--- src/rtl/core/tise_pkg.sv ---
// ----------------------------------------------------------------------------
// Triangle isoline segments: shared types and constants
// Vertex, triangle and segment records, and the divider request and response.
// ----------------------------------------------------------------------------
package tise_pkg;

    // Span must reach step/1000 before any level is traced.
    localparam logic [9:0] SPAN_RATIO = 10'd1000;

    // Configuration register indexes.
    localparam logic [1:0] REG_STEP   = 2'd0;
    localparam logic [1:0] REG_ORIGIN = 2'd1;

    typedef struct packed {
        logic signed [31:0] x;
        logic signed [31:0] y;
        logic signed [31:0] v;
    } t_vtx;

    // Triangle with vertices sorted by ascending value.
    typedef struct packed {
        t_vtx [2:0] vtx;
        logic       odd;
        logic       skip;
    } t_tri;

    typedef struct packed {
        logic signed [31:0] start_x;
        logic signed [31:0] start_y;
        logic signed [31:0] end_x;
        logic signed [31:0] end_y;
        logic               last_segment;
        logic               truncated;
    } t_seg;

    typedef struct packed {
        logic        start;
        logic [63:0] numer;
        logic [31:0] denom;
    } t_div_req;

    typedef struct packed {
        logic        busy;
        logic        done;
        logic [63:0] quot;
        logic [31:0] rem;
    } t_div_rsp;

endpackage

--- src/rtl/core/tise_front.sv ---
// ----------------------------------------------------------------------------
// Triangle classifier
// Sorts the vertices by value, records the swap parity and flags flat items.
// ----------------------------------------------------------------------------
module tise_front (
    input  tise_pkg::t_vtx i_a,
    input  tise_pkg::t_vtx i_b,
    input  tise_pkg::t_vtx i_c,
    input  logic [30:0]    i_step,
    output tise_pkg::t_tri o_tri
);
    import tise_pkg::*;

    always_comb begin
        t_vtx        w0, w1, w2, wt;
        logic        par;
        logic [32:0] span;
        logic [42:0] scaled;
        w0  = i_a;
        w1  = i_b;
        w2  = i_c;
        wt  = '0;
        par = 1'b0;
        // Two passes of a two-step compare and swap; ties stay put.
        for (int p = 0; p < 2; p++) begin
            if (w0.v > w1.v) begin
                wt = w0; w0 = w1; w1 = wt; par = ~par;
            end
            if (w1.v > w2.v) begin
                wt = w1; w1 = w2; w2 = wt; par = ~par;
            end
        end
        span   = {w2.v[31], w2.v} - {w0.v[31], w0.v};
        scaled = 43'(span) * 43'(SPAN_RATIO);
        o_tri.vtx[0] = w0;
        o_tri.vtx[1] = w1;
        o_tri.vtx[2] = w2;
        o_tri.odd    = par;
        o_tri.skip   = (i_step == 31'd0) || (scaled < 43'(i_step));
    end
endmodule

--- config.mk ---
export PLATFORM = sky130hd
export DESIGN_NAME = tise_front
export DESIGN_NICKNAME = d
export VERILOG_FILES = /design/src/rtl/core/tise_pkg.sv /design/src/rtl/core/tise_front.sv
export SDC_FILE = /design/constraint.sdc
export NUM_CORES = 1
export LEC_CHECK = 0
export BUFFER_PORTS_ARGS = -buffer_cell sky130_fd_sc_hd__buf_2
export CORE_AREA = 2 2 238 240
export DETAILED_ROUTE_END_ITERATION = 12
export DIE_AREA = 0 0 240 242
export PLACE_DENSITY = 0.54
export SYNTH_ARGS = -nofsm -noshare
export SYNTH_HDL_FRONTEND = slang
export SYNTH_SLANG_ARGS = --single-unit
--- constraint.sdc ---
create_clock -name vclk -period 66.9
set_input_delay 13.38 -clock vclk [all_inputs]
set_output_delay 13.38 -clock vclk [all_outputs]
set_load 0.01 [all_outputs]
### Word level (Yosys, flattened, before mapping)

Index checks and enable logic that the tools add are counted.

* register bits after elaboration: 0
* logic and storage cells: 24

* $add $sub $neg: 1
* $mul: 1
* magnitude comparators: 5
* multiplexer cells: 12
* bitwise operators: 3
* reductions and logical operators: 2

Operator list (number)
* 2-to-1 mux 96 bit: 8
* greater-than comparator 32 bit: 4
* < comparator 43 x 31 -> 1 bit: 1
* multiplier 33 x 7 -> 40 bit (second input constant): 1
* subtractor 32 x 32 -> 33 bit: 1
* logical NOT 31 bit: 1
* 2-to-1 mux 1 bit: 4
* NOT 1 bit: 3
* logical OR 1 bit: 1

### Longest topological paths before layout

* depth in word-level cells: 12
* depth in mapped cells: 107

### Least setup slack after synthesis

No wires, ideal clock.

* path kind: in2out
* start point: input i_b[31] (netlist name)
* end point: output o_tri[0] (netlist name)
* data arrival time: 33.595 ns
* required time: 53.520 ns
* slack: 19.925 ns
* cell stages on the path: 101
* cell sequence: inv_1 -> ha_1 -> buf_2 -> nand4_1 -> nor4_2 -> a211oi_1 -> a21o_1 -> o211ai_1 -> buf_2 -> buf_2 -> buf_2 -> buf_1 -> clkbuf_1 -> mux2i_1 -> inv_1 -> ha_1 -> a21o_1 -> a21o_1 -> [65 not listed] -> o311ai_0 -> o21ai_0 -> nand2_1 -> o21ai_0 -> o31ai_1 -> nand2b_1 -> a21oi_1 -> xnor2_1 -> ha_1 -> a21oi_1 -> o22ai_1 -> a311oi_1 -> nand4_1 -> nor3_1 -> o211ai_1 -> nor3_1 -> o2111ai_1 -> o22ai_1

RTL lines
* start: declaration: line tise_front.sv:7 `input tise_pkg::t_vtx i_b,`
* end: declaration: line tise_front.sv:10 `output tise_pkg::t_tri o_tri`

==> impl_metrics.csv <==
group,metric,value,unit
run_status,status,"finished clean",
placement,dp_hpwl,77370,µm
floorplanning,die_h,242,µm
worst_setup_path,cp_slowest_cell,"buf_4",
floorplanning,core_area,55730,µm²
worst_setup_path,cp-start-kind,"input pin",
detailed_routing,totalWireLength,89450,µm
worst_setup_path,crit_top_cell,"ha_1",
job,cap_violations,0,
detailed_routing,wl_met2,38880,µm
placement,numPlacedInstances,4107,
worst_setup_path,cp_max_fo,79,
timing,drv_slew,0,
detailed_routing,vias,22110,
final_layout,flops_and_latches,0,
worst_setup_path,crit_type,"input pin to output port",
timing,setup_ws,17370,ps
final_layout,drive_above_1_share,21.13,%
cts,postCtsHoldBufs,0,
cts,cts_resized,0,
timing,whs,27120,ps
final_layout,layoutNonFillerInstCount,4124,
timing,clock.fmax,0.02019,GHz
final_layout,clkbuf_count,0,
logic_synthesis,syn-cell-area,19070,µm²
detailed_routing,viasPerCell,5.360,
cts,post_cts_buffers,0,
worst_setup_path,end_kind,"output port",
floorplanning,die_w,240,µm
final_layout,ff_latch_area,0,µm²
logic_synthesis,synthDistinctLibCells,95,
worst_hold_path,min_path_type,"input pin to output port",
floorplanning,num_io_pins,609,
detailed_routing,top_layer_used,"met5",
detailed_routing,wl_per_cell,21.69,µm
global_routing,grt_usage,29.21,%
floorplanning,num_rows,87,
detailed_routing,drt_iter0_drc,1644,
timing,fin_setup_tns,0,ps
timing,finalSetupViolCount,0,
detailed_routing,route.met3.wl,7254,µm
placement,post-place-ws,17460,ps
timing,fin_crit_sh,74.04,%
timing,finalHoldViolCount,0,
timing,slew_headroom,14.00,%
logic_synthesis,yosysWarnings,0,
worst_setup_path,cpPeakStageDelay,750,ps
final_layout,synthToLayoutAreaGrowth,19.19,%
logic_synthesis,syn_area_per_cell,6.632,µm²
global_routing,grt_pass1_vias,19960,
final_layout,fin_nets,4040,
timing,fin_crit,49530,ps
floorplanning,fp.dieArea,58080,µm²
detailed_routing,wl_met1,40120,µm
global_routing,overflow,0,
logic_synthesis,synth_nets,3562,
global_routing,antenna_found_initial,39,
worst_setup_path,cp.required,53520,ps
placement,port_buffers,609,
global_routing,grt_max_degree,89,
detailed_routing,firstDrtPassIters,6,
floorplanning,initial_utilization,34.21,%
global_routing,grt_pass1_wl,127900,µm
timing,tightest_slew,1277,ps
logic_synthesis,syn_inst,2875,
worst_setup_path,crit_arrival,36150,ps
detailed_routing,drc,0,
placement,gp_congestion,1.050,
logic_synthesis,synth_seq_area_share,0,%
detailed_routing,ant_nets,0,
timing,rsz0062_at_grt,"false",
-- per-stage QoR --
stage | utilization, % | cell area (µm²)
5_1_grt | 40.72 | 22700
3_5_place_dp | 40.70 | 22680
3_3_place_gp | 40.70 | 22680
2_1_floorplan | - | 19070
6_report | 40.77 | 22720
4_1_cts | 40.70 | 22680
-- metal layers --
| metal | up-vias | global-route usage, % |
|---|---|---|
| met2 | 878 | 45.93 |
| met5 | - | 0 |
| met4 | 34 | 6.997 |
| met3 | 144 | 5.299 |
| met1 | 10120 | 41.05 |
| li1 | 10930 | - |
-- critical path, delay by kind of cell --
kind            cells  cell delay, ps
buf+inv            14            4380
mux                 2             590
compound gates     37            7870
simple gates       18            4060
fa+ha+maj          12            4560
xor+xnor            3            1240
-- path summary, 6_finish.rpt --
path,from,to,slack (ps),cells after the start
worst max-delay path,i_b[31],o_tri[0],17370,86
worst min-delay path,i_b[84],o_tri[86],27120,4
-- layout make-up --
cell class         count  area [µm²]
fillers             6135       33010
multi-input cells   2335       17080
repair buffers       630        3206
inverters            386        1449
well taps            756       945.9
diodes                17       42.54
-- cell families after synthesis --
group | Yosys count | share of synthesized area (%)
AO/OA/AOI/OAI | 854 | 27.56
XOR/XNOR | 84 | 4.463
adder cells (fa/ha/maj) | 374 | 28.76
buffers and inverters | 540 | 10.76
multiplexers | 153 | 8.065
AND/OR/NAND/NOR | 870 | 20.40
-- cell usage in the layout, fill, tap and decap left out, drive strengths merged, types with 5 or more instances in the layout --
cell type / instances
and3: 6
and2: 10
o31ai: 10
ha: 260
a31oi: 10
maj3: 6
a21o: 57
buf: 630
mux2: 5
o21ai: 287
and4: 6
nand3: 27
xor2: 23
nor4: 12
a211oi: 15
o221ai: 65
a221oi: 5
xnor2: 60
o21bai: 11
a31o: 7
nand4: 32
fa: 108
o211ai: 11
mux2i: 148
nor2: 327
a21boi: 11
o21a: 11
diode: 17
or2: 9
nor2b: 17
or3: 8
nand2: 292
a21oi: 247
o22ai: 72
nand2b: 89
inv: 385
nor3: 27
-- synth_stat cells (all sizes together) (3+ instances only) --
master,n,area [µm²]
a2111oi,4,42.54
a211oi,15,127.6
a21boi,11,86.33
a21o,57,435.4
a21oi,247,1244
a221oi,5,56.31
a311oi,3,26.28
a31o,7,61.31
a31oi,10,90.08
a41oi,3,33.79
and2,10,62.56
and3,6,37.54
and4,6,52.55
buf,36,158.9
clkbuf,118,442.9
fa,108,2162
ha,260,3253
inv,385,1445
maj3,6,67.56
mux2,5,56.30
mux2i,148,1481
nand2,292,1099
nand2b,89,556.8
nand3,27,135.1
nand4,32,200.2
nor2,327,1227
nor2b,17,106.4
nor3,27,135.1
nor4,12,81.33
o211ai,11,87.58
o21a,11,82.58
o21ai,287,1440
o21bai,11,82.58
o221ai,65,569.3
o22ai,72,450.4
o311ai,3,26.28
o31ai,10,75.07
or2,9,56.31
or3,8,55.05
or4,3,26.27
xnor2,60,593.1
xor2,23,235.2
