--- src/rtl/core/tise_pkg.sv ---
// ----------------------------------------------------------------------------
// Triangle isoline segments: shared types and constants
// Vertex, triangle and segment records, and the divider request and response.
// ----------------------------------------------------------------------------
package tise_pkg;

    // Span must reach step/1000 before any level is traced.
    localparam logic [9:0] SPAN_RATIO = 10'd1000;

    // Configuration register indexes.
    localparam logic [1:0] REG_STEP   = 2'd0;
    localparam logic [1:0] REG_ORIGIN = 2'd1;

    typedef struct packed {
        logic signed [31:0] x;
        logic signed [31:0] y;
        logic signed [31:0] v;
    } t_vtx;

    // Triangle with vertices sorted by ascending value.
    typedef struct packed {
        t_vtx [2:0] vtx;
        logic       odd;
        logic       skip;
    } t_tri;

    typedef struct packed {
        logic signed [31:0] start_x;
        logic signed [31:0] start_y;
        logic signed [31:0] end_x;
        logic signed [31:0] end_y;
        logic               last_segment;
        logic               truncated;
    } t_seg;

    typedef struct packed {
        logic        start;
        logic [63:0] numer;
        logic [31:0] denom;
    } t_div_req;

    typedef struct packed {
        logic        busy;
        logic        done;
        logic [63:0] quot;
        logic [31:0] rem;
    } t_div_rsp;

endpackage

--- src/rtl/core/tise_back.sv ---
// ----------------------------------------------------------------------------
// Segment sequencer
// Finds the first level, walks the levels and interpolates four endpoints each.
// ----------------------------------------------------------------------------
module tise_back #(
    parameter int MAX_SEGMENTS = 64
) (
    input  logic               i_clk,
    input  logic               i_rst_n,
    input  logic               i_q_empty,
    output logic               o_q_pop,
    input  tise_pkg::t_tri     i_tri,
    input  logic [30:0]        i_step,
    input  logic signed [31:0] i_origin,
    output tise_pkg::t_div_req o_div_req,
    input  tise_pkg::t_div_rsp i_div_rsp,
    input  logic               i_out_full,
    output logic               o_out_push,
    output tise_pkg::t_seg     o_seg
);
    import tise_pkg::*;

    localparam int CNT_W = (MAX_SEGMENTS > 1) ? $clog2(MAX_SEGMENTS) : 1;

    localparam logic [2:0] S_IDLE  = 3'd0;
    localparam logic [2:0] S_LVS   = 3'd1;
    localparam logic [2:0] S_LVW   = 3'd2;
    localparam logic [2:0] S_CHK   = 3'd3;
    localparam logic [2:0] S_LSET  = 3'd4;
    localparam logic [2:0] S_LMUL  = 3'd5;
    localparam logic [2:0] S_LWAIT = 3'd6;
    localparam logic [2:0] S_EMIT  = 3'd7;

    logic [2:0]         r_state;
    t_tri               r_tri;
    logic signed [34:0] r_lvl;
    logic [CNT_W-1:0]   r_cnt;
    logic [1:0]         r_j;
    logic [31:0]        r_res [4];
    logic [31:0]        r_pa, r_mag, r_num, r_den;
    logic               r_neg, r_dpos, r_dneg;

    logic signed [34:0] w_v0, w_v1, w_v2, w_nl;
    logic signed [32:0] w_d;
    logic [32:0]        w_dabs;
    t_vtx               w_lo, w_hi;
    logic signed [31:0] w_pa, w_pb;
    logic signed [34:0] w_num;
    logic [32:0]        w_den;
    logic signed [32:0] w_dx;
    logic [32:0]        w_dxabs;
    logic               w_degen;
    logic [31:0]        w_numc;
    logic [32:0]        w_q;
    logic [33:0]        w_res;
    logic               w_more, w_capped, w_last;

    assign w_v0 = {{3{r_tri.vtx[0].v[31]}}, r_tri.vtx[0].v};
    assign w_v1 = {{3{r_tri.vtx[1].v[31]}}, r_tri.vtx[1].v};
    assign w_v2 = {{3{r_tri.vtx[2].v[31]}}, r_tri.vtx[2].v};
    assign w_d    = {r_tri.vtx[0].v[31], r_tri.vtx[0].v} - {i_origin[31], i_origin};
    assign w_dabs = w_d[32] ? 33'(-w_d) : 33'(w_d);
    assign w_nl   = r_lvl + 35'(i_step);

    // Edge selection: short edge first (x then y), then the long edge.
    always_comb begin
        if (r_j[1]) begin
            w_lo = r_tri.vtx[0];
            w_hi = r_tri.vtx[2];
        end else if (r_lvl < w_v1) begin
            w_lo = r_tri.vtx[0];
            w_hi = r_tri.vtx[1];
        end else begin
            w_lo = r_tri.vtx[1];
            w_hi = r_tri.vtx[2];
        end
        w_pa    = r_j[0] ? w_lo.y : w_lo.x;
        w_pb    = r_j[0] ? w_hi.y : w_hi.x;
        w_num   = r_lvl - {{3{w_lo.v[31]}}, w_lo.v};
        w_den   = {w_hi.v[31], w_hi.v} - {w_lo.v[31], w_lo.v};
        w_dx    = {w_pb[31], w_pb} - {w_pa[31], w_pa};
        w_dxabs = w_dx[32] ? 33'(-w_dx) : 33'(w_dx);
        w_degen = (w_den == 33'd0) || (w_num <= 35'sd0);
        w_numc  = (w_num > $signed({2'b00, w_den})) ? w_den[31:0] : w_num[31:0];
    end

    // Rounded quotient, half away from zero on the offset.
    assign w_q   = i_div_rsp.quot[32:0]
                 + 33'({i_div_rsp.rem, 1'b0} >= {1'b0, r_den});
    assign w_res = r_neg ? ({r_pa[31], r_pa[31], r_pa} - {1'b0, w_q})
                         : ({r_pa[31], r_pa[31], r_pa} + {1'b0, w_q});

    assign w_more   = (w_nl < w_v2);
    assign w_capped = (r_cnt == CNT_W'(MAX_SEGMENTS - 1));
    assign w_last   = !w_more || w_capped;

    assign o_q_pop    = (r_state == S_IDLE) && !i_q_empty;
    assign o_out_push = (r_state == S_EMIT) && !i_out_full;

    // Divider requests: first-level remainder or one interpolation.
    always_comb begin
        o_div_req.start = 1'b0;
        o_div_req.numer = {31'd0, w_dabs};
        o_div_req.denom = {1'b0, i_step};
        if (r_state == S_LVS) begin
            o_div_req.start = 1'b1;
        end else if (r_state == S_LMUL) begin
            o_div_req.start = 1'b1;
            o_div_req.numer = 64'(r_mag) * 64'(r_num);
            o_div_req.denom = r_den;
        end
    end

    // Endpoint order follows the permutation parity.
    always_comb begin
        if (r_tri.odd) begin
            o_seg.start_x = r_res[0];
            o_seg.start_y = r_res[1];
            o_seg.end_x   = r_res[2];
            o_seg.end_y   = r_res[3];
        end else begin
            o_seg.start_x = r_res[2];
            o_seg.start_y = r_res[3];
            o_seg.end_x   = r_res[0];
            o_seg.end_y   = r_res[1];
        end
        o_seg.last_segment = w_last;
        o_seg.truncated    = w_more && w_capped;
    end

    // Sequencer state.
    always_ff @(posedge i_clk) begin
        if (!i_rst_n) begin
            r_state <= S_IDLE;
            r_cnt   <= '0;
            r_j     <= 2'd0;
        end else begin
            unique case (r_state)
                S_IDLE: begin
                    if (!i_q_empty) begin
                        r_state <= i_tri.skip ? S_IDLE : S_LVS;
                    end
                end
                S_LVS: r_state <= S_LVW;
                S_LVW: begin
                    if (i_div_rsp.done) begin
                        r_state <= S_CHK;
                    end
                end
                S_CHK: begin
                    r_cnt   <= '0;
                    r_j     <= 2'd0;
                    r_state <= (r_lvl < w_v2) ? S_LSET : S_IDLE;
                end
                S_LSET: begin
                    if (!w_degen) begin
                        r_state <= S_LMUL;
                    end else if (r_j == 2'd3) begin
                        r_state <= S_EMIT;
                    end else begin
                        r_j <= r_j + 2'd1;
                    end
                end
                S_LMUL: r_state <= S_LWAIT;
                S_LWAIT: begin
                    if (i_div_rsp.done) begin
                        if (r_j == 2'd3) begin
                            r_state <= S_EMIT;
                        end else begin
                            r_j     <= r_j + 2'd1;
                            r_state <= S_LSET;
                        end
                    end
                end
                S_EMIT: begin
                    if (!i_out_full) begin
                        if (w_last) begin
                            r_state <= S_IDLE;
                        end else begin
                            r_cnt   <= r_cnt + CNT_W'(1);
                            r_j     <= 2'd0;
                            r_state <= S_LSET;
                        end
                    end
                end
                default: r_state <= S_IDLE;
            endcase
        end
    end

    // Payload registers.
    always_ff @(posedge i_clk) begin
        if (o_q_pop) begin
            r_tri <= i_tri;
        end
        if (r_state == S_LVS) begin
            r_dpos <= !w_d[32] && (w_d != 33'sd0);
            r_dneg <= w_d[32];
        end
        // First level at or above the lowest value.
        if (r_state == S_LVW && i_div_rsp.done) begin
            if (r_dpos && i_div_rsp.rem != 32'd0) begin
                r_lvl <= w_v0 + 35'(i_step) - 35'(i_div_rsp.rem);
            end else if (r_dneg) begin
                r_lvl <= w_v0 + 35'(i_div_rsp.rem);
            end else begin
                r_lvl <= w_v0;
            end
        end
        if (r_state == S_LSET) begin
            r_pa  <= w_pa;
            r_neg <= w_dx[32];
            r_mag <= w_dxabs[31:0];
            r_num <= w_numc;
            r_den <= w_den[31:0];
            if (w_degen) begin
                r_res[r_j] <= w_pa;
            end
        end
        if (r_state == S_LWAIT && i_div_rsp.done) begin
            r_res[r_j] <= w_res[31:0];
        end
        if (o_out_push && !w_last) begin
            r_lvl <= w_nl;
        end
    end

    a_div_idle: assert property (@(posedge i_clk) disable iff (!i_rst_n)
        o_div_req.start |-> !i_div_rsp.busy) else $error("divider restarted while busy");
    a_emit_in_span: assert property (@(posedge i_clk) disable iff (!i_rst_n)
        (r_state == S_EMIT) |-> (r_lvl < w_v2)) else $error("level outside span");
    a_cap: assert property (@(posedge i_clk) disable iff (!i_rst_n)
        (o_out_push && w_capped) |-> o_seg.last_segment)
        else $error("segment cap passed");
endmodule

--- config.mk ---
export PLATFORM = sky130hd
export DESIGN_NAME = tise_back
export DESIGN_NICKNAME = d
export VERILOG_FILES = /design/src/rtl/core/tise_pkg.sv /design/src/rtl/core/tise_back.sv
export SDC_FILE = /design/constraint.sdc
export NUM_CORES = 2
export LEC_CHECK = 0
export BUFFER_PORTS_ARGS = -buffer_cell sky130_fd_sc_hd__buf_2
export CORE_MARGIN = 4
export CORE_UTILIZATION = 40
export CTS_CLUSTER_SIZE = 20
export DETAILED_ROUTE_END_ITERATION = 6
export PLACE_DENSITY = 0.67
export SYNTH_ARGS = -nofsm -noshare
export SYNTH_HDL_FRONTEND = slang
export SYNTH_SLANG_ARGS = --single-unit
--- constraint.sdc ---
create_clock -name i_clk -period 56 [get_ports i_clk]
set_clock_uncertainty 0.1 [all_clocks]
set_input_delay 5.6 -clock i_clk [delete_from_list [all_inputs] [get_ports i_clk]]
set_output_delay 5.6 -clock i_clk [all_outputs]
set_load 0.02 [all_outputs]
# Word level (Yosys, flattened, before mapping)
# Memory sizes are Yosys's and may differ from the RTL's.
# Cells that the tools add are included.
[totals]
ff_bits = 466
latch_bits = 0
ram_bits = 128
mem_bits_ro = 0
output_inout_bits = 229
wordCells = 130
memories = 1
[op_classes]
n_addsub = 15
mul = 1
div_mod_pow = 0
order_cmp = 6
eq_ne = 16
shifts = 0
mux = 44
bitwise = 1
reduce_logical = 25
[memory_table]
columns = ["name", "depth", "word_bits", "read_ports", "rd_ports_with_merged_regs", "wr", "line", "rtl"]
rows = [
  ["r_res", 4, 32, 4, 0, 1, "tise_back.sv:39", "logic [31:0] r_res [4];"],
]
[ops]
columns = ["op", "n"]
rows = [
  ["$mux 96", 5],
  ["$mux 32", 6],
  ["$mux 35", 4],
  ["$mux 128", 1],
  ["$lt 35x32->1", 3],
  ["$sub 32x32->33", 3],
  ["$mux 97", 1],
  ["$mul 32x32->64", 1],
  ["$add 35x31->35", 1],
  ["$gt 35x34->1", 1],
  ["$le 35x1->1 const B", 1],
  ["$sub 35x35->35", 1],
  ["$add 32x33->34", 1],
  ["$sub 33x33->34", 1],
  ["$add 32x32->33", 1],
  ["$ge 33x32->1", 1],
  ["$logic_not 33->1", 1],
  ["$mux 33", 1],
  ["$neg 33->33", 1],
  ["$reduce_bool 33->1", 1],
  ["$add 32x1->32", 1],
  ["$add 32x32->32", 1],
  ["$neg 32->32", 1],
  ["$reduce_bool 32->1", 1],
  ["26 further kinds", 68],
]

# Longest topological paths before layout
[depth]
word_depth = 10
depth_mapped = 46
mapped_depth_nobuf = 46

# Worst setup path after synthesis
# No wires, ideal clock.
[synth_path]
path_type = "input port to output port"
startpoint = "input i_q_empty"
endpoint = "output o_q_pop"
t_arrival_ns = 33.197
slack_ns = 17.103
cell_stages = 1
cell_sequence = "nor4_1"
[synth_between]
elab_chain_len = 2
[synth_lines]
columns = ["element", "line", "rtl"]
rows = [
  ["start: declaration", "tise_back.sv:10", "input logic i_q_empty,"],
  ["$logic_not 1->1", "--", ""],
  ["$logic_and 1x1->1", "tise_back.sv:97", "assign o_q_pop = (r_state == S_IDLE) && !i_q_empty;"],
  ["end: declaration", "tise_back.sv:11", "output logic o_q_pop,"],
]
# No other way between the ends.

==> metrics.cfg <==
[worst_setup_path]
critPathCaptureType=primary output
rr_startpoint=r_tri[108]
path_class=input pin to primary output
cp_slowest_cell=a2111oi_0
required_ps=50300
worstRegToRegCells=26
slowest_delay_ps=610
setup.worst_path.end=o_seg[1]
reg2reg_slack_ps=44510
cp_data_arrival_time_ps=13060
reg2reg_to=r_res[2][0]
cpMostUsedCell=a21oi_1
startpoint=i_step[0]
worstPathMaxFanout=4
startpoint_type=input pin

[clock_network]
holdBufCountCts=0
clock-sinks=594
clk_pin_slew_ps=70
clockBufferDepth=3
cts_tree=done
cts_setup_buffers=0
htreeDepth=2
cts_resized=0
cts_buffers=59
root_buffer=clkbuf_16
insertion_delay_ps=690

[global_route]
grt_pass1_wl_um=405000
gr-total-overflow=0
track_usage_pct=26.0
grt_max_degree=98
antenna_found_initial=41
grt_pass1_vias=65700

[yosys]
yosysSeqAreaShare_pct=22.5
synthCells=8361
yosys.area.top_type_share_pct=23.8
synth_ff_type=edfxtp_1
synthArstFlopShare_pct=0
syn_nets=10400
avgSynthCellArea_um2=9.41
synth_cell_types=105
ys_seq_elements=594
yosys-top-cells-area=fa_1 (24%), edfxtp_1 (22%), ha_1 (11%)
synth_edf_count=583
yosysTopAreaCell=fa_1
syn-cell-area_um2=78700
yosys_warnings=0

[floorplanning]
dieArea_um2=204000
core-area_um2=195000
die_h_um=451
ios=684
row_count=162
fp.dieW_um=451
initial_core_util_pct=40.3

[cells_and_area]
drive_above_1_share_pct=13.1
fin_area_um2=86800
final_cell_mix=inv_1 (1429), nand2_1 (999), fa_1 (934)
nets=10900
syn2layout_area_growth_pct=10.4
final_common_cell=inv_1

[place]
dp_hpwl_um=215000
dp_worst_setup_slack_ps=37410
place.port_buffers=650
gp_congestion=1.03
dpl_cell_area_um2=84700

[drt]
first_pass_iters=7
routedWlPerCell_um=23.5
avgViaCountPerCell=5.55
drt_iter0_markers=5856
post-route-drc-count=2
totalWireLength_um=270000
num_vias=64000
ant_nets=0

[sta]
post-route-period-util_pct=33.5
fmax_ghz=0.0533
slew_violations=0
max_slew_margin_pct=12.8
tns_ps=0
worst_slew_pin_slew_ps=1300
min_period_ps=18760
worst_slack_ps=37240
hold_viol_final=0
rsz0062_at_grt=false
setup_viol=0

[status]
violations=design-rule violations
status=finished, violations left

[job]
cap_violations=0

[min_path]
hold_path_class=register to register

==> critical path: cells and delay by family <==
family                     cells  cell delay [ps]
xor gates and xnor gates       1              170
adders and majority gates      3              970
and+or+nand+nor                4              490
buffers and inverters          4              710
AOI/OAI and AO/OA             21             5110
==> through the flow <==
stage / hold slack, ps / util (%) / cells
after floorplan: 358 / - / 8361
after global placement: 374 / 43.4 / 11400
after detailed placement: 402 / 43.4 / 11400
after CTS: 409 / 44.5 / 11500
after global routing: 435 / 44.5 / 11500
final: 406 / 44.5 / 11500
==> logic make-up (layout without fill, tap and decap cells) <==
group | after synthesis | after routing | share of synthesized area (%)
and+or+nand+nor | 2394 | 2394 | 14.5
buffers and inverters | 1778 | 2295 | 8.53
adders and majority gates | 1622 | 1622 | 34.7
AOI/OAI and AO/OA | 1325 | 1325 | 10.8
DFF | 594 | 594 | 22.5
xor gates and xnor gates | 387 | 387 | 4.31
muxes | 261 | 261 | 4.60
other | 0 | 23 | 0
==> synthesized netlist by cell type (20+ instances only) <==
master	instances
edfxtp_1	583
mux4_2	64
mux2_2	161
nor2b_1	66
a211oi_1	31
mux2i_1	35
nand4_1	58
o21a_1	36
a21o_1	138
o21bai_1	46
inv_1	1429
a31oi_1	45
xnor2_1	254
nor3_1	85
o211ai_1	37
fa_1	934
and3_1	47
o21ai_0	344
nand2b_1	74
or3_1	43
xor2_1	133
ha_1	685
nand2_1	1001
o31ai_1	42
and2_1	398
nand3_1	123
clkbuf_1	319
a21oi_1	364
a21boi_0	31
nor2_1	389
o41ai_1	20
==> state kept, by name, indices dropped and copies added, names as in the netlist <==
| name | count |
|---|---|
| r_tri | 289 |
| r_res | 128 |
| r_lvl | 35 |
| r_den | 32 |
| r_mag | 32 |
| r_num | 32 |
| r_pa | 32 |
| r_cnt | 6 |
| r_state | 3 |
| r_j | 2 |
| r_dneg | 1 |
| r_dpos | 1 |
| r_neg | 1 |
==> how the worst min path moves through the flow <==
| stage | startpoint | slack [ps] | end | cells past startpoint |
|---|---|---|---|---|
| after floorplan | r_cnt[1] | 360 | r_cnt[1] | 2 |
| after detailed placement | r_cnt[1] | 400 | r_cnt[1] | 2 |
| after global placement | r_cnt[1] | 370 | r_cnt[1] | 2 |
| after CTS | r_cnt[1] | 410 | r_cnt[1] | 2 |
| final | r_cnt[1] | 410 | r_cnt[1] | 2 |
| after global routing | r_cnt[1] | 440 | r_cnt[1] | 2 |
==> per-layer routing <==
layer	GRT usage [%]	vias to the layer above	part of all wire, %
met3	4.45	616	8.1
met4	14.6	14	6.5
met1	32.9	32000	39
met5	0	-	0.034
met2	42.5	2840	46
li1	-	28500	-
==> area by class of cell <==
type                       instances  area, um^2
multi-input combinational       5989       54300
timing repair buffer             752        4020
sequential                       594       17700
clock buffer                      65        1500
tap                             2624        3280
fill                           18500      108000
clock inverter                    47         569
inverter                        1431        5370
antenna                           23        57.6
Power is left out: the tool's default activity adds up to more than one toggle a clock period on the data nets, which glitch-free logic cannot reach.
