`src/rtl/core/tise_pkg.sv`:
```
// ----------------------------------------------------------------------------
// Triangle isoline segments: shared types and constants
// Vertex, triangle and segment records, and the divider request and response.
// ----------------------------------------------------------------------------
package tise_pkg;

    // Span must reach step/1000 before any level is traced.
    localparam logic [9:0] SPAN_RATIO = 10'd1000;

    // Configuration register indexes.
    localparam logic [1:0] REG_STEP   = 2'd0;
    localparam logic [1:0] REG_ORIGIN = 2'd1;

    typedef struct packed {
        logic signed [31:0] x;
        logic signed [31:0] y;
        logic signed [31:0] v;
    } t_vtx;

    // Triangle with vertices sorted by ascending value.
    typedef struct packed {
        t_vtx [2:0] vtx;
        logic       odd;
        logic       skip;
    } t_tri;

    typedef struct packed {
        logic signed [31:0] start_x;
        logic signed [31:0] start_y;
        logic signed [31:0] end_x;
        logic signed [31:0] end_y;
        logic               last_segment;
        logic               truncated;
    } t_seg;

    typedef struct packed {
        logic        start;
        logic [63:0] numer;
        logic [31:0] denom;
    } t_div_req;

    typedef struct packed {
        logic        busy;
        logic        done;
        logic [63:0] quot;
        logic [31:0] rem;
    } t_div_rsp;

endpackage

```
`src/rtl/core/tise_divider.sv`:
```
// ----------------------------------------------------------------------------
// Serial divider
// Restoring division of a 64-bit numerator by a 32-bit divisor, one bit a cycle.
// ----------------------------------------------------------------------------
module tise_divider (
    input  logic               i_clk,
    input  logic               i_rst_n,
    input  tise_pkg::t_div_req i_req,
    output tise_pkg::t_div_rsp o_rsp
);
    import tise_pkg::*;

    logic        r_busy, r_done;
    logic [5:0]  r_cnt;
    logic [31:0] r_rem, r_den;
    logic [63:0] r_nq;
    logic [32:0] w_rem2;
    logic        w_ge;

    assign w_rem2 = {r_rem, r_nq[63]};
    assign w_ge   = (w_rem2 >= {1'b0, r_den});

    assign o_rsp.busy = r_busy;
    assign o_rsp.done = r_done;
    assign o_rsp.quot = r_nq;
    assign o_rsp.rem  = r_rem;

    // Control.
    always_ff @(posedge i_clk) begin
        if (!i_rst_n) begin
            r_busy <= 1'b0;
            r_done <= 1'b0;
            r_cnt  <= 6'd0;
        end else begin
            r_done <= 1'b0;
            if (i_req.start) begin
                r_busy <= 1'b1;
                r_cnt  <= 6'd0;
            end else if (r_busy) begin
                r_cnt <= r_cnt + 6'd1;
                if (r_cnt == 6'd63) begin
                    r_busy <= 1'b0;
                    r_done <= 1'b1;
                end
            end
        end
    end

    // Datapath: numerator shifts out as quotient bits shift in.
    always_ff @(posedge i_clk) begin
        if (i_req.start) begin
            r_nq  <= i_req.numer;
            r_den <= i_req.denom;
            r_rem <= 32'd0;
        end else if (r_busy) begin
            r_rem <= w_ge ? 32'(w_rem2 - {1'b0, r_den}) : w_rem2[31:0];
            r_nq  <= {r_nq[62:0], w_ge};
        end
    end
endmodule

```
`config.mk`:
```
export PLATFORM = sky130hd
export DESIGN_NAME = tise_divider
export DESIGN_NICKNAME = d
export VERILOG_FILES = /design/src/rtl/core/tise_pkg.sv /design/src/rtl/core/tise_divider.sv
export SDC_FILE = /design/constraint.sdc
export NUM_CORES = 1
export LEC_CHECK = 0
export ABC_AREA = 0
export BUFFER_PORTS_ARGS = -buffer_cell sky130_fd_sc_hd__buf_4
export CORE_ASPECT_RATIO = 2
export CORE_UTILIZATION = 49
export CTS_CLUSTER_DIAMETER = 200
export CTS_CLUSTER_SIZE = 28
export DETAILED_ROUTE_END_ITERATION = 8
export PLACE_DENSITY = 0.87
export SLEW_MARGIN = 20
export SYNTH_ARGS = -nofsm -noshare
export SYNTH_HDL_FRONTEND = slang
export SYNTH_SLANG_ARGS = --single-unit
```
`constraint.sdc`:
```
create_clock -name i_clk -period 2.9 [get_ports i_clk]
set_clock_uncertainty 0.15 [all_clocks]
set_input_delay 0.29 -clock i_clk [delete_from_list [all_inputs] [get_ports i_clk]]
set_output_delay 0.29 -clock i_clk [all_outputs]
set_load 0.01 [all_outputs]
```
; Yosys cells after proc, flatten, opt, wreduce, memory -nomap -nowiden
; Cells that the tools add are included.
[totals]
reg_bits = 136
output_inout_bits = 98
word_cells = 22
[classes]
addsub = 2
n_lt_le_gt_ge = 1
eq_ne = 1
muxes = 7
n_bitwise = 2
n_reduce_logical = 3
[ops]
columns = operator, count
row1 = 64-bit 2-to-1 mux, 2
row2 = 33-bit by 32-bit >= comparator with 1-bit output, 1
row3 = 32-bit 2-to-1 mux, 1
row4 = 32-bit subtractor, 1
row5 = 6-bit by 1-bit adder with 6-bit output (second input constant), 1
row6 = 6-bit == test (second input constant), 1
row7 = 1-bit 2-to-1 mux, 4
row8 = 3-bit OR reduction, 1
row9 = 1-bit inverter, 2
row10 = 2-bit nonzero test, 1
row11 = 2-bit OR reduction, 1

; Logic depth before layout (Yosys ltp)
; Gate-level depths: netlist of run 1.
[depth]
word_depth = 4
ltp_mapped = 12
ltp_nobuf = 11

; Worst setup path after synthesis of run 1
; OpenSTA, ideal clock, no wires.
[synth_timing]
path_type = flip-flop to flip-flop
start = register r_rem[19]
end = register r_nq[0], data pin
setup_ns = 0.260
t_arrival_ns = 2.296
required_ns = 2.490
path_slack_ns = 0.194
stages_incl_launch_ff = 12
path_cell_list = dfxtp_1 -> ha_1 -> buf_6 -> a21o_1 -> o21bai_4 -> nor3_2 -> nand3_1 -> and3_4 -> o21ai_4 -> buf_6 -> nand2_1 -> mux2_2
[synth_via]
elab_chain_len = 3
[synth_lines]
columns = item, line
row1 = from (decl), tise_divider.sv:15  ; logic [31:0] r_rem, r_den;
row2 = from (signal assigned), tise_divider.sv:56  ; r_rem <= w_ge ? 32'(w_rem2 - {1'b0, r_den}) : w_rem2[31:0];
row3 = 33-bit by 32-bit >= comparator with 1-bit output, tise_divider.sv:21  ; assign w_ge = (w_rem2 >= {1'b0, r_den});
row4 = 64-bit 2-to-1 mux, tise_divider.sv:55  ; end else if (r_busy) begin
row5 = 64-bit 2-to-1 mux, tise_divider.sv:51  ; if (i_req.start) begin
row6 = to (signal assigned), tise_divider.sv:52  ; r_nq <= i_req.numer;
row7 = to (signal assigned), tise_divider.sv:57  ; r_nq <= {r_nq[62:0], w_ge};
row8 = to (decl), tise_divider.sv:16  ; logic [63:0] r_nq;
; Every way passes these cells. The select of a mux whose other input is x is not followed.
; A chain may end at the register's enable or synchronous reset.

; Final worst setup path of run 1
[layout_timing]
start = register r_den[10]
end = register r_rem[17]
[layout_via]
elab_chain_len = 2
elab_cells_between_ends = 3
classes_between = add/sub: 1 / order compare: 1 / mux: 1
[layout_lines]
columns = item, line
row1 = from (decl), tise_divider.sv:15
row2 = from (signal assigned), tise_divider.sv:53  ; r_den <= i_req.denom;
row3 = 32-bit subtractor / 33-bit by 32-bit >= comparator with 1-bit output (equally long branches), "tise_divider.sv:56, tise_divider.sv:21"
row4 = 32-bit 2-to-1 mux (*), tise_divider.sv:56
; Mark *: on every way between the ends. The rest lies on a longest branch, timed or not.

==> results by group, run 1 <==
Run status
  – Status: complete, no violations

Pwr
  – Pwr Total: 6300 uW
  – VDD IR max: about 450 uV
  – Power per standard cell area: approximately 560 nW/um2
  – Leak: between 0.004 and 0.005 uW

Logic synthesis
  – Mapped Cells: 719
  – Distinct cells, synth: 73
  – Top_reg_cell synth: edfxtp_1
  – Number of flops mapped to enable cells by yosys: 96
  – Register area share after synthesis: 0.478
  – Avg Cell Area, Syn: around 11 um2
  – Synth Warn #: 0
  – Mapped Nets: between 800 and 900
  – Syn Std Cell Area: roughly 7700 um2
  – Fraction of registers with async set/reset: 0
  – Seq cells post-synth: around 140

Drt
  – Vias/cell: 5.86
  – Post-route antenna net violation count: 0
  – DR WL/cell: approximately 21 um
  – Routed WL: ~27000 um
  – Drt first pass iters: 5
  – DRC: 0
  – Iter 0 DRT Violations: 479
  – Vias: 7315

Floorplan
  – Core area: between 15000 and 20000 um2
  – Row count: 64
  – Top Ports: 197
  – Die height: about 180 um
  – Die area: 16200 um2
  – Initial core utilization: 0.503
  – Die W: approximately 91 um

Global routing
  – Vias in the first global route: between 7000 and 8000
  – Largest net degree at the start of global routing: between 60 and 70
  – Congestion Overflow GR: 0
  – First-pass GRT wire length: ~40000 um
  – Gr usage total: 0.319
  – Initial antenna violation count: 0

STA
  – Smallest hold slack: between 2 and 3 ps
  – Worst Max-Slew Pin Slew: 481 ps
  – Setup ws final: 27.7 ps
  – Max Freq: roughly 350 MHz
  – Pins Over Slew Limit: 0
  – Relative slew slack: 0.677
  – # setup viols final: 0
  – Final period util: 0.990
  – Total negative setup slack: 0 ps
  – Min cycle time layout: between 2000 and 3000 ps
  – Final Hold Fails: 0

CTS
  – Total CTS buffers: 17
  – CTS Buffer Depth: 2
  – H-tree depth: 4
  – CTS tree: done
  – Clock tree sinks: roughly 140
  – Clk root buf: clkbuf_16
  – Clock slew at reported path FFs: ~60 ps
  – Worst-Skew Late Latency: between 400 and 500 ps

Setup path
  – Data required, critical path: 3080 ps
  – CP Launch Type: register
  – Crit path launch: r_den[10]
  – Worst Setup End Kind: register
  – Reg2reg path depth: 12
  – CP Class: reg -> reg
  – CP arrival: ~3100 ps
  – R2r setup slk: 30 ps
  – Reg-to-Reg End: r_rem[17]
  – FF-to-FF Start: r_den[10]
  – CP max FO: 9

Place
  – IO Port Bufs: between 150 and 200
  – Gp weighted congestion: between 1 and 1.5
  – Post-DP HPWL: ~18000 um
  – DP Worst Slack: -87.0 ps

Run
  – Max-cap viol count: 0

Min path
  – Hold Path Sink: r_nq[44]
  – HP Class: in -> reg
  – Hold Crit Depth: 2
  – Hold_sp: i_req[76]

Cells and area
  – Nets@finish: 1171
  – Inserted Diodes: 0
  – Commonest cells after routing, fill and taps aside: buf_4, edfxtp_1, mux2_2, nor2_1, nand2_1
  – Commonest non-fill, non-tap cell in the layout: buf_4
  – Share of post-route cells with drive strength above 1: 0.451
  – Fillers: just under 1000
  – Area Growth Syn to Fin: 46.8%
-- logic make-up (layout without fill, tap and decap cells) --
family	Yosys count	in the layout	share of synthesized area
xor+xnor	28	28	0.0319
fa+ha+maj	34	34	0.0562
compound gates	176	176	0.163
simple gates	190	190	0.120
mux	68	68	0.0988
flops	136	136	0.478
buf+inv	87	419	0.0512
-- synth_stat cells, types with 14 or more instances --
cell type	count	area share
a21oi_1	33	0.021
nand2_1	43	0.021
o21ai_1	18	0.012
o21ai_0	22	0.014
inv_1	42	0.020
nor2_1	56	0.027
edfxtp_1	96	0.37
clkbuf_1	23	0.011
nand3_1	31	0.020
ha_1	33	0.054
nand4_1	14	0.011
xnor2_1	16	0.018
mux2_2	64	0.094
a311oi_1	21	0.024
dfxtp_1	40	0.10
-- report_power, final --
part | total, uW | leakage (uW) | switching (uW) | internal [uW]
Sequential | 2400 | 0.00128 | 114 | 2280
Combinational | 1760 | 0.00326 | 886 | 874
Clock | 2150 | 0.000270 | 863 | 1280
Total | 6300 | 0.00481 | 1860 | 4440
-- registers in the layout, summed over array words and instances, names as in the netlist --
signal / count
r_busy: 1
r_cnt: 6
r_den: 32
r_done: 1
r_nq: 64
r_rem: 32
-- per-layer routing --
metal,global-route usage,part of all wire
met1,0.282,0.32
met2,0.619,0.55
met3,0.0755,0.064
met4,0.228,0.066
met5,0,0
-- worst max path at each step --
stage,to,cells after the start
6_report,r_rem[17],12
5_1_grt,r_rem[12],11
4_1_cts,r_rem[20],10
3_5_place_dp,r_rem[28],11
3_3_place_gp,r_rem[28],11
2_1_floorplan,r_nq[0],11
-- area by class of cell --
type                       count  area, um2  area share
sequential                   136       3680       0.326
clock inverter                12        126      0.0112
timing repair buffer         345       2720       0.240
tap                          198        248      0.0219
clock buffer                  20        447      0.0395
inverter                      42        158      0.0140
multi-input combinational    496       3920       0.347
-- critical path, cell delays in order, from the launching register on --
cell and delay, ps:
edfxtp_1 330, inv_1 40, ha_1 300, nand4_1 120, buf_4 180, nor4_4 340
a21oi_1 110, o21ai_1 90, a221o_1 250, o21ai_4 80, buf_12 160, a211o_1 340
a311oi_2 300
-- through the flow --
step                instance area (um2)  cells   util
CTS                               10900   1237  0.715
finish                            11300   1249  0.739
detailed placement                10000   1171  0.654
global placement                  10000   1171  0.654
floorplan                          7700    719      -
global route                      11300   1249  0.739
-- repair_timing --
item,CTS,global route
setup endpoints to repair,3,23
hold buffers,33,0
hold endpoints to repair,33,0
buffers inserted,1,12
pin swaps,5,18
resized for setup,9,47
Note: power is estimated with default switching activity, not from simulation.
==> run 2, diff against run 1 <==
--- a/config.mk
+++ b/config.mk
@@ -13,6 +13,7 @@
 export CTS_CLUSTER_SIZE = 28
 export DETAILED_ROUTE_END_ITERATION = 8
 export PLACE_DENSITY = 0.87
+export REMOVE_ABC_BUFFERS = 1
 export SLEW_MARGIN = 20
 export SYNTH_ARGS = -nofsm -noshare
 export SYNTH_HDL_FRONTEND = slang
==> run 2 against run 1 <==
Net effect: routed wire length fell by 4.1%; hold slack better by 12 ps; clock power rose by 4%; register-to-register slack barely moved; final area decreased by 0.24%; non-clock buffer count fell by 19; sequential power barely moved; largest power group unchanged.
==> results by group, run 2 (synthesized netlist as in run 1, its figures left out) <==
Setup path
  – CP arrival: 3070 ps (about the same)
  – FF-to-FF Start: r_den[23]
  – CP Class: reg -> reg
  – CP Launch Type: register
  – Data required, critical path: 3080 ps (about the same)
  – R2r setup slk: 10 ps (about the same)
  – Crit path launch: r_den[23]
  – CP max FO: 7 (-2)
  – Worst Setup End Kind: register

Pwr
  – VDD IR max: 552 uV (+23%)
  – Leak: 0.00474 uW (-1.5%)
  – Power per standard cell area: 563 nW/um2 (+0.98%)

Cells and area
  – Largest Register: r_nq
  – Largest register FFs: 64 (unchanged)
  – Share of post-route cells with drive strength above 1: 0.451 (about the same)
  – Commonest cells after routing, fill and taps aside: buf_4, edfxtp_1, mux2_2, nor2_1, nand2_1
  – Fin util: 0.737 (-0.00180)
  – Area Growth Syn to Fin: 46.4%
  – Biggest regs: r_nq: 64 flops, r_den: 32 flops, r_rem: 32 flops
  – Fin cells: 1230 (-1.5%)
  – Inserted Diodes: 0 (unchanged)
  – Nets@finish: 1152 (-1.6%)
  – Commonest non-fill, non-tap cell in the layout: buf_4
  – Fillers: 1003 (+2.1%)

STA
  – Final Hold Fails: 0 (unchanged)
  – Worst Max-Slew Pin Slew: 1170 ps (+687 ps)
  – Total negative setup slack: 0 ps (unchanged)
  – Min cycle time layout: 2890 ps (+14.8 ps)
  – Final period util: 0.996 (+0.00510)
  – Pins Over Slew Limit: 0 (unchanged)
  – # setup viols final: 0 (unchanged)
  – RSZ-0062 raised after global routing: yes
  – Max Freq: 346 MHz (-0.51%)
  – Relative slew slack: 0.219 (-0.458)

Floorplan
  – Core area: 15300 um2 (unchanged)
  – Die W: 90.6 um (unchanged)
  – Initial core utilization: 0.503 (unchanged)
  – Die area: 16200 um2 (unchanged)
  – Top Ports: 197 (unchanged)
  – Row count: 64 (unchanged)
  – Die height: 179 um (unchanged)

Global routing
  – First-pass GRT wire length: 38100 um (-2.4%)
  – Largest net degree at the start of global routing: 78 (+18%)
  – Vias in the first global route: 7622 (-0.78%)
  – Gr usage total: 0.309 (-0.0108)
  – Initial antenna violation count: 0 (unchanged)
  – Congestion Overflow GR: 0 (unchanged)

Drt
  – Post-route antenna net violation count: 0 (unchanged)
  – DR WL/cell: 20.7 um (-2.6%)
  – Iter 0 DRT Violations: 599 (+25%)
  – Drt first pass iters: 5 (unchanged)
  – Vias/cell: 5.94 (+1.4%)
  – DRC: 0 (unchanged)
  – Routed WL: 25400 um (-4.1%)
  – Vias: 7308 (-0.096%)

CTS
  – Worst-Skew Late Latency: 430 ps (about the same)
  – Clock tree sinks: 136 (unchanged)
  – Clk root buf: clkbuf_16
  – H-tree depth: 4 (unchanged)
  – Total CTS buffers: 17 (unchanged)
  – CTS Buffer Depth: 2 (unchanged)
  – Clock slew at reported path FFs: 70 ps (about the same)
  – CTS tree: done

Min path
  – HP Class: in -> reg
  – Hold_sp: i_req[42]

Run
  – Max-cap viol count: 0 (unchanged)

Place
  – IO Port Bufs: 196 (unchanged)
  – Placed insts: 1156 (-1.3%)
  – Gp weighted congestion: 1.02 (-2.7%)
  – Post-DP HPWL: 18000 um (-1.6%)

Run status
  – Status: complete, no violations
run 2: cell count changes in the layout (fill, tap and decap cells not counted), sizes merged:
cell / change
buf: -19
inv: +5
clkinvlp: -3
clkbuf: -2
run 2: power breakdown:
part | switching (uW) | internal (uW) | total [uW]
clock network | 941 | 1290 | 2230
registers | 111 | 2280 | 2390
logic | 878 | 844 | 1720
total | 1930 | 4420 | 6350
run 2: worst paths after layout:
kind               endpoint  cells after the start
setup / recovery  r_rem[21]                     12
hold / removal     r_nq[10]                      2
setup reg to reg  r_rem[21]                     12
hold reg to reg      r_done                      2
run 2: worst max-delay path, cell delays in order, from the launching register on:
cell      delay, ps
edfxtp_1        390
inv_1            80
ha_1            260
nand4_1         120
buf_4           150
nor4_4           50
a21oi_1         160
o21ai_1          80
a221o_1         370
o21a_4          280
buf_6           130
or3_1           300
a32o_1          240
run 2: what timing repair did:
action                                  4_1_cts  5_1_grt
pin swaps                                     2       23
hold buffers                                 33        0
endpoints found under the hold margin        33        0
endpoints found under the setup margin       18       33
buffers inserted                              2        7
resized for setup                             7       66
run 2: per-layer routing:
layer,vias up,share of wire,track usage,wire [um]
li1,3291,-,-,-
met1,3472,0.32,0.282,8140
met2,419,0.54,0.578,13800
met3,126,0.064,0.0696,1620
met4,0,0.075,0.245,1900
met5,-,0,0,0
run 2: layout make-up:
type                            count  area [um2]  share of cell area
Clock buffer                       18         429              0.0381
Clock inverter                     14         164              0.0145
Inverter                           42         158              0.0140
Multi-Input combinational cell    496        4020               0.357
Sequential cell                   136        3680               0.327
Tap cell                          198         248              0.0220
Timing Repair Buffer              326        2570               0.228
run 2: metrics by stage:
| step | hold slack [ps] | total power (uW) | area, um2 | setup WS (ps) |
|---|---|---|---|---|
| 2_1_floorplan | 212 | 3180 | 7460 | -598 |
| 6_report | 14.5 | 6350 | 11300 | 12.9 |
| 3_3_place_gp | 318 | 3890 | 9870 | -9.41 |
| 5_1_grt | 15.5 | 6560 | 11300 | -58.2 |
| 3_5_place_dp | 319 | 3920 | 9870 | -112 |
| 4_1_cts | 5.84 | 6180 | 10900 | 2.22 |
